### src/rtl/eq_pkg.sv
package eq_pkg;

  // CORDIC working widths: x and y in Q1.31 with headroom, z in 2^33 units per turn.
  localparam int X_W = 34;
  localparam int Z_W = 35;

  localparam int QDEPTH = 4;
  localparam int QPTR_W = 2;
  localparam int QCNT_W = 3;

  // CORDIC gain K in Q1.31.
  localparam logic signed [X_W-1:0] GAIN = 34'sh04DBA76D4;

  // round(atan(2^-i) * 2^32 / (2*pi))
  localparam logic [31:0] ATAN_TURN [32] = '{
    32'h20000000, 32'h12E4051D, 32'h09FB385B, 32'h051111D4,
    32'h028B0D43, 32'h0145D7E1, 32'h00A2F61E, 32'h00517C55,
    32'h0028BE53, 32'h00145F2F, 32'h000A2F98, 32'h000517CC,
    32'h00028BE6, 32'h000145F3, 32'h0000A2FA, 32'h0000517D,
    32'h000028BE, 32'h0000145F, 32'h00000A30, 32'h00000518,
    32'h0000028C, 32'h00000146, 32'h000000A3, 32'h00000051,
    32'h00000029, 32'h00000014, 32'h0000000A, 32'h00000005,
    32'h00000003, 32'h00000001, 32'h00000001, 32'h00000000
  };

endpackage

### src/rtl/eq_front.sv
module eq_front #(
  parameter int ANGLE_BITS = 16
) (
  input  logic                        clk,
  input  logic                        rst,
  input  logic                        s_tvalid,
  output logic                        s_tready,
  input  logic [47:0]                 s_tdata,  // heading, attitude, bank
  output logic                        q_valid,
  input  logic                        q_ready,
  output logic [3*eq_pkg::Z_W-1:0]    q_data    // z of heading, attitude, bank
);

  logic [3*eq_pkg::Z_W-1:0] mem [eq_pkg::QDEPTH];
  logic [eq_pkg::QPTR_W-1:0] wr_ptr, rd_ptr;
  logic [eq_pkg::QCNT_W-1:0] count;
  logic [3*eq_pkg::Z_W-1:0] z_all;
  logic push, pop;

  // Keep the low ANGLE_BITS of each field as a signed angle and scale it to
  // the accumulator's units; this is the half angle.
  for (genvar a = 0; a < 3; a++) begin : g_ang
    logic [31:0] raw;
    logic signed [ANGLE_BITS-1:0] ang;
    assign raw = {16'b0, s_tdata[16*a +: 16]};
    assign ang = raw[ANGLE_BITS-1:0];
    assign z_all[eq_pkg::Z_W*a +: eq_pkg::Z_W] =
      eq_pkg::Z_W'(ang) <<< (32 - ANGLE_BITS);
  end

  assign s_tready = (count != eq_pkg::QCNT_W'(eq_pkg::QDEPTH));
  assign push = s_tvalid && s_tready;
  assign q_valid = (count != '0);
  assign pop = q_valid && q_ready;
  assign q_data = mem[rd_ptr];

  always_ff @(posedge clk) begin
    if (push) begin
      mem[wr_ptr] <= z_all;
    end
  end

  always_ff @(posedge clk) begin
    if (rst) begin
      wr_ptr <= '0;
      rd_ptr <= '0;
      count  <= '0;
    end else begin
      if (push) wr_ptr <= wr_ptr + 1'b1;
      if (pop) rd_ptr <= rd_ptr + 1'b1;
      count <= count + eq_pkg::QCNT_W'(push) - eq_pkg::QCNT_W'(pop);
    end
  end

  a_count_range: assert property (@(posedge clk) disable iff (rst)
    count <= eq_pkg::QCNT_W'(eq_pkg::QDEPTH)) else $error("queue overfilled");
  a_count_inc: assert property (@(posedge clk) disable iff (rst)
    (push && !pop) |=> count == $past(count) + 1'b1) else $error("queue count lost a push");

endmodule

### config.mk
export PLATFORM = sky130hd
export DESIGN_NAME = eq_front
export DESIGN_NICKNAME = d
export VERILOG_FILES = /design/src/rtl/eq_pkg.sv /design/src/rtl/eq_front.sv
export SDC_FILE = /design/constraint.sdc
export NUM_CORES = 1
export LEC_CHECK = 0
export BUFFER_PORTS_ARGS = -buffer_cell sky130_fd_sc_hd__buf_2
export CORE_UTILIZATION = 30
export DETAILED_ROUTE_END_ITERATION = 6
export GPL_ROUTABILITY_DRIVEN = 0
export SETUP_SLACK_MARGIN = 0.2
export SYNTH_ARGS = -nofsm -noshare
export SYNTH_HDL_FRONTEND = slang
export SYNTH_SLANG_ARGS = --single-unit
### constraint.sdc
create_clock -name clk -period 2.6 [get_ports clk]
set_input_delay 0.13 -clock clk [delete_from_list [all_inputs] [get_ports clk]]
set_output_delay 0.13 -clock clk [all_outputs]
set_load 0.005 [all_outputs]
## Word level (Yosys, flattened, before mapping)

Memory sizes are Yosys's and may differ from the RTL's. A register that Yosys moved wholly into a read port is not among the register bits.
Index checks and enable logic that the tools add are counted.

| storage, ports and cells | value |
|---|---|
| flip-flop bits (word level) | 7 |
| bits in writable memories | 228 |
| input port bits | 52 |
| output and inout port bits | 107 |
| memories kept | 1 |

Memories:

| name | words | bits a word | rd ports | clocked after memory_dff | write ports | line | RTL |
|---|---|---|---|---|---|---|---|
| mem | 4 | 57 | 1 | 1 | 1 | eq_front.sv:14 | `logic [3*eq_pkg::Z_W-1:0] mem [eq_pkg::QDEPTH];` |

| operators by class | value |
|---|---|
| add/sub/neg operators | 4 |
| equality and inequality tests | 1 |
| muxes and demuxes | 4 |
| reductions and logical operators | 3 |

Operator list:

| operator | count |
|---|---|
| adder 2 x 1 -> 2 bit (second input constant) | 2 |
| two-way mux 2 bit | 2 |
| adder 3 x 1 -> 3 bit | 1 |
| != test 3 bit (second input constant) | 1 |
| nonzero test 3 bit | 1 |
| subtractor 3 x 1 -> 3 bit | 1 |
| logical AND 1 bit | 2 |
| two-way mux 1 bit | 2 |

## Longest topological paths before layout

| depth | value |
|---|---|
| depth in word-level cells | 4 |
| mapped depth | 11 |

## Worst setup path before layout

Ideal clock, no wire load.

| timing | value |
|---|---|
| path kind | register to register |
| start | reg count[1] (netlist bit) |
| end | mem mem[2][0] (netlist bit), enable pin |
| arrival time | 1.952 ns |
| required time | 2.190 ns |
| slack | 0.237 ns |
| cell stages (with the launch flop) | 4 |
| buffers on the path | 0 |
| clock period less this slack | 2.363 ns |
| path through | dfxtp_1 > nor2_1 > a21boi_2 > and2_1 |

| on the way | value |
|---|---|
| cells in the longest elaborated chain, start to end | 4 |

Ends and longest elaborated chain:

| what | line | RTL |
|---|---|---|
| start, declared | eq_front.sv:16 | `logic [eq_pkg::QCNT_W-1:0] count;` |
| start signal, assigned | eq_front.sv:51 | `count <= count + eq_pkg::QCNT_W'(push) - eq_pkg::QCNT_W'(pop);` |
| != test 3 bit | eq_front.sv:31 | `assign s_tready = (count != eq_pkg::QCNT_W'(eq_pkg::QDEPTH));` |
| logical AND 1 bit | eq_front.sv:32 | `assign push = s_tvalid && s_tready;` |
| two-way mux 1 bit | eq_front.sv:38 | `if (push) begin` |
| two-way mux 1 bit (not written as such) | eq_front.sv:39 | `mem[wr_ptr] <= z_all;` |
| end, declared | eq_front.sv:14 |  |

No other way between the ends.

## Final worst setup path

| timing | value |
|---|---|
| start | reg count[1] (netlist bit) |
| end | reg count[2] (netlist bit) |

| on the way | value |
|---|---|
| cells in the longest elaborated chain, start to end | 4 |
| elaborated cells between the ends (all ways) | 6 |
| those cells by class | add/sub (2); eq/ne (1); reduce/logical (3) |

Ends and longest elaborated chain:

| what | line |
|---|---|
| != test 3 bit | eq_front.sv:31 |
| logical AND 1 bit | eq_front.sv:32 |
| adder 3 x 1 -> 3 bit | eq_front.sv:51 |
| subtractor 3 x 1 -> 3 bit * | eq_front.sv:51 |

Every way passes the cells marked *; elsewhere a longest branch is shown, timed or not.
A chain may end at the register's enable or synchronous reset.

==> metrics.txt <==
status=finished, final reports clean; clock share of power=0.318; Core Footprint=0.02540 mm2; r2r setup slk=0.38 ns; die area=0.02671 mm2; r2r endpoint=count[2]; Final Critical Period=2.219 ns; vias in the first global route=3918; Most used DFF post-synth=edfxtp_1; Min Hold Slack=0.05940 ns; Reg2Reg Depth=11; drt initial violations=276; Hold Crit Endpoint=wr_ptr[1]; post-synthesis register bit count=201; CTS sink cnt=201; Max Root-Sink Buffers=3; die width=163.4 um; clock insertion delay at the later pin of the skew report=0.50 ns; Peak supply drop=0.5530 mV; largest net degree at the start of global routing=49; Max Cap Violations=0; first drt pass iteration count=4; Congestion Overflow GR=0; Setup TNS=0 ns; GR Util All Layers=0.1086; switching part of the total=0.2542; FFs w/ async S/R, synth=0; Cell Area, Synth=0.007819 mm2; endpoints failing hold=0; Slew Viols, Final=0; Area Overhead vs Synth=24.79%; DRT antenna net count=0; row cnt=58; Final Cycle Share=0.8536; Mean Syn Cell Area=21.90 um2; Hold Path Class=input pin to flip-flop; Slew @ Worst Pin=0.5050 ns; Critical Path AT=2.64 ns; via count=3725; Clock transition at path regs=0.06 ns; relative slew slack=0.6591; Worst R2R Start=count[1]; P_leak=3.408 nW; Sequential Power Share=0.457; Top Ports=159; CTS H-tree lvls=1; Mapped Cells=357; Layout Skew=0.006872 ns; worst hold path depth=3; Gate power share=0.225; unrepaired setup endpoints after global routing=no; YS warnings=0; crit path max fanout=6; DRC=0; DPL Wire Length=8.362 mm; ratio of cells with drive above 1 in the final layout=0.3785; Num CTS Buffers=23; Ant. Diodes=0; routed len/inst=16.61 um; fillers=2349; EDFF count, synth=192; sequential share of the synthesized area=0.7604; Worst Path Class, Setup=flip-flop to flip-flop; Power Internal=6.762 mW; worst path required time=3.02 ns; final setup fails=0; port bufs=110; fmax=0.4506 GHz; PwrDens=929.4 mW/mm2; wirelength, routed=14.44 mm; initial antenna violation count=0; CTS tree=built; Die Ht=163.4 um; Unique masters post-synth=25; CP Capture Type=flip-flop; first-pass GRT wire length=22.07 mm; initial core utilization=0.3078; Hold Crit Start=s_tvalid; Setup crit start kind=flip-flop; Vias/cell=4.287; CTS root buf=clkbuf_16; NetSw=2.305 mW; fin nets=587
## cells in the final DEF, fill, tap and decap left out, types with 6 or more instances in the layout
cell type and n:
edfxtp_1 192, buf_2 110, dlygate4sd3_1 49, mux4_2 48, conb_1 48, clkbuf_16 23, nor2_1 8, ha_1 6
dfxtp_1 6, buf_12 6
## through the flow
stage | worst slack, ns | total power, mW | utilization | cell area (um2) | std cells
3_5_place_dp | 0.1637 | 6.261 | 0.3383 | 8593 | 783
6_report | 0.3806 | 9.068 | 0.3841 | 9757 | 869
2_1_floorplan | 0.2373 | 5.530 | - | 7995 | 404
4_1_cts | 0.2269 | 9.273 | 0.3838 | 9749 | 868
5_1_grt | 0.2190 | 9.587 | 0.3841 | 9757 | 869
3_3_place_gp | 0.3670 | 6.191 | 0.3383 | 8593 | 783
## how the worst max path moves through the flow
| stage | from | end | slack (ns) | cells past startpoint |
|---|---|---|---|---|
| detailed placement | count[1] | count[2] | 0.16 | 11 |
| floorplan | count[1] | mem[2][0] | 0.24 | 3 |
| CTS | count[1] | count[2] | 0.23 | 11 |
| global placement | count[1] | count[2] | 0.37 | 11 |
| finish | count[1] | count[2] | 0.38 | 11 |
| global route | count[1] | count[2] | 0.22 | 11 |
## flip-flops by register name (all words and copies together) (netlist names), named ones only
register  cells
count         3
mem         192
rd_ptr        2
wr_ptr        2
## Yosys cell counts (2+ instances only)
| cell | instances | share of area |
|---|---|---|
| ha_1 | 6 | 0.0096 |
| buf_6 | 3 | 0.0043 |
| clkbuf_1 | 3 | 0.0014 |
| inv_1 | 5 | 0.0024 |
| buf_4 | 59 | 0.057 |
| mux4_2 | 48 | 0.14 |
| and2_1 | 5 | 0.0040 |
| edfxtp_1 | 192 | 0.74 |
| dfxtp_1 | 9 | 0.023 |
| nor2_1 | 8 | 0.0038 |
| buf_2 | 3 | 0.0019 |
| nand2b_1 | 2 | 0.0016 |
| xor2_1 | 2 | 0.0022 |
## cell families (layout without fill, tap and decap cells)
| logic type | count (synthesis) | count (layout) | share of synthesized area |
|---|---|---|---|
| multiplexers | 50 | 50 | 0.1410 |
| AO/OA/AOI/OAI | 3 | 3 | 0.003681 |
| XOR/XNOR | 3 | 3 | 0.003361 |
| adder cells (fa/ha/maj) | 7 | 7 | 0.01216 |
| flip-flops | 201 | 201 | 0.7604 |
| AND/OR/NAND/NOR | 19 | 19 | 0.01216 |
| other | 1 | 48 | 0.0004796 |
| buffers and inverters | 73 | 208 | 0.06673 |
## per-layer routing
layer  part of all wire  track usage
met5                  0            0
met4              0.020      0.03314
met2               0.50       0.1857
met1               0.41       0.1335
met3              0.070      0.02895
## power groups by stage
stage	clock, mW	combinational [mW]	sequential [mW]
floorplan	0	1.40	4.13
global placement	0	2.00	4.19
detailed placement	0	2.03	4.23
CTS	3.01	2.10	4.16
global route	3.15	2.25	4.19
finish	2.88	2.04	4.15
## area by class of cell
| class | count | area (um2) | area share |
|---|---|---|---|
| Timing Repair Buffer | 167 | 1176 | 0.1205 |
| Sequential cell | 201 | 5952 | 0.6100 |
| Inverter | 5 | 18.77 | 0.001924 |
| Tap cell | 330 | 412.9 | 0.04232 |
| Clock buffer | 28 | 594.3 | 0.06091 |
| Clock inverter | 8 | 70.07 | 0.007181 |
| Multi-Input combinational cell | 130 | 1533 | 0.1571 |
## repair_timing
item                       4_1_cts  5_1_grt
hold endpoints to repair       199        0
gates resized for setup          1        0
setup endpoints to repair        1        1
buffers inserted                 0        1
pin swaps                        0        1
hold buffers                    49        0
## critical path, cell delays in order (launching register included)
cell      delay (ns)
dfxtp_2         0.40
nor2_1          0.09
a21boi_2        0.18
inv_1           0.07
ha_1            0.29
inv_1           0.06
ha_1            0.13
inv_1           0.05
fa_1            0.39
xor2_1          0.18
and2_1          0.17
nor3_1          0.13
Power figures use the tool's default switching activity.
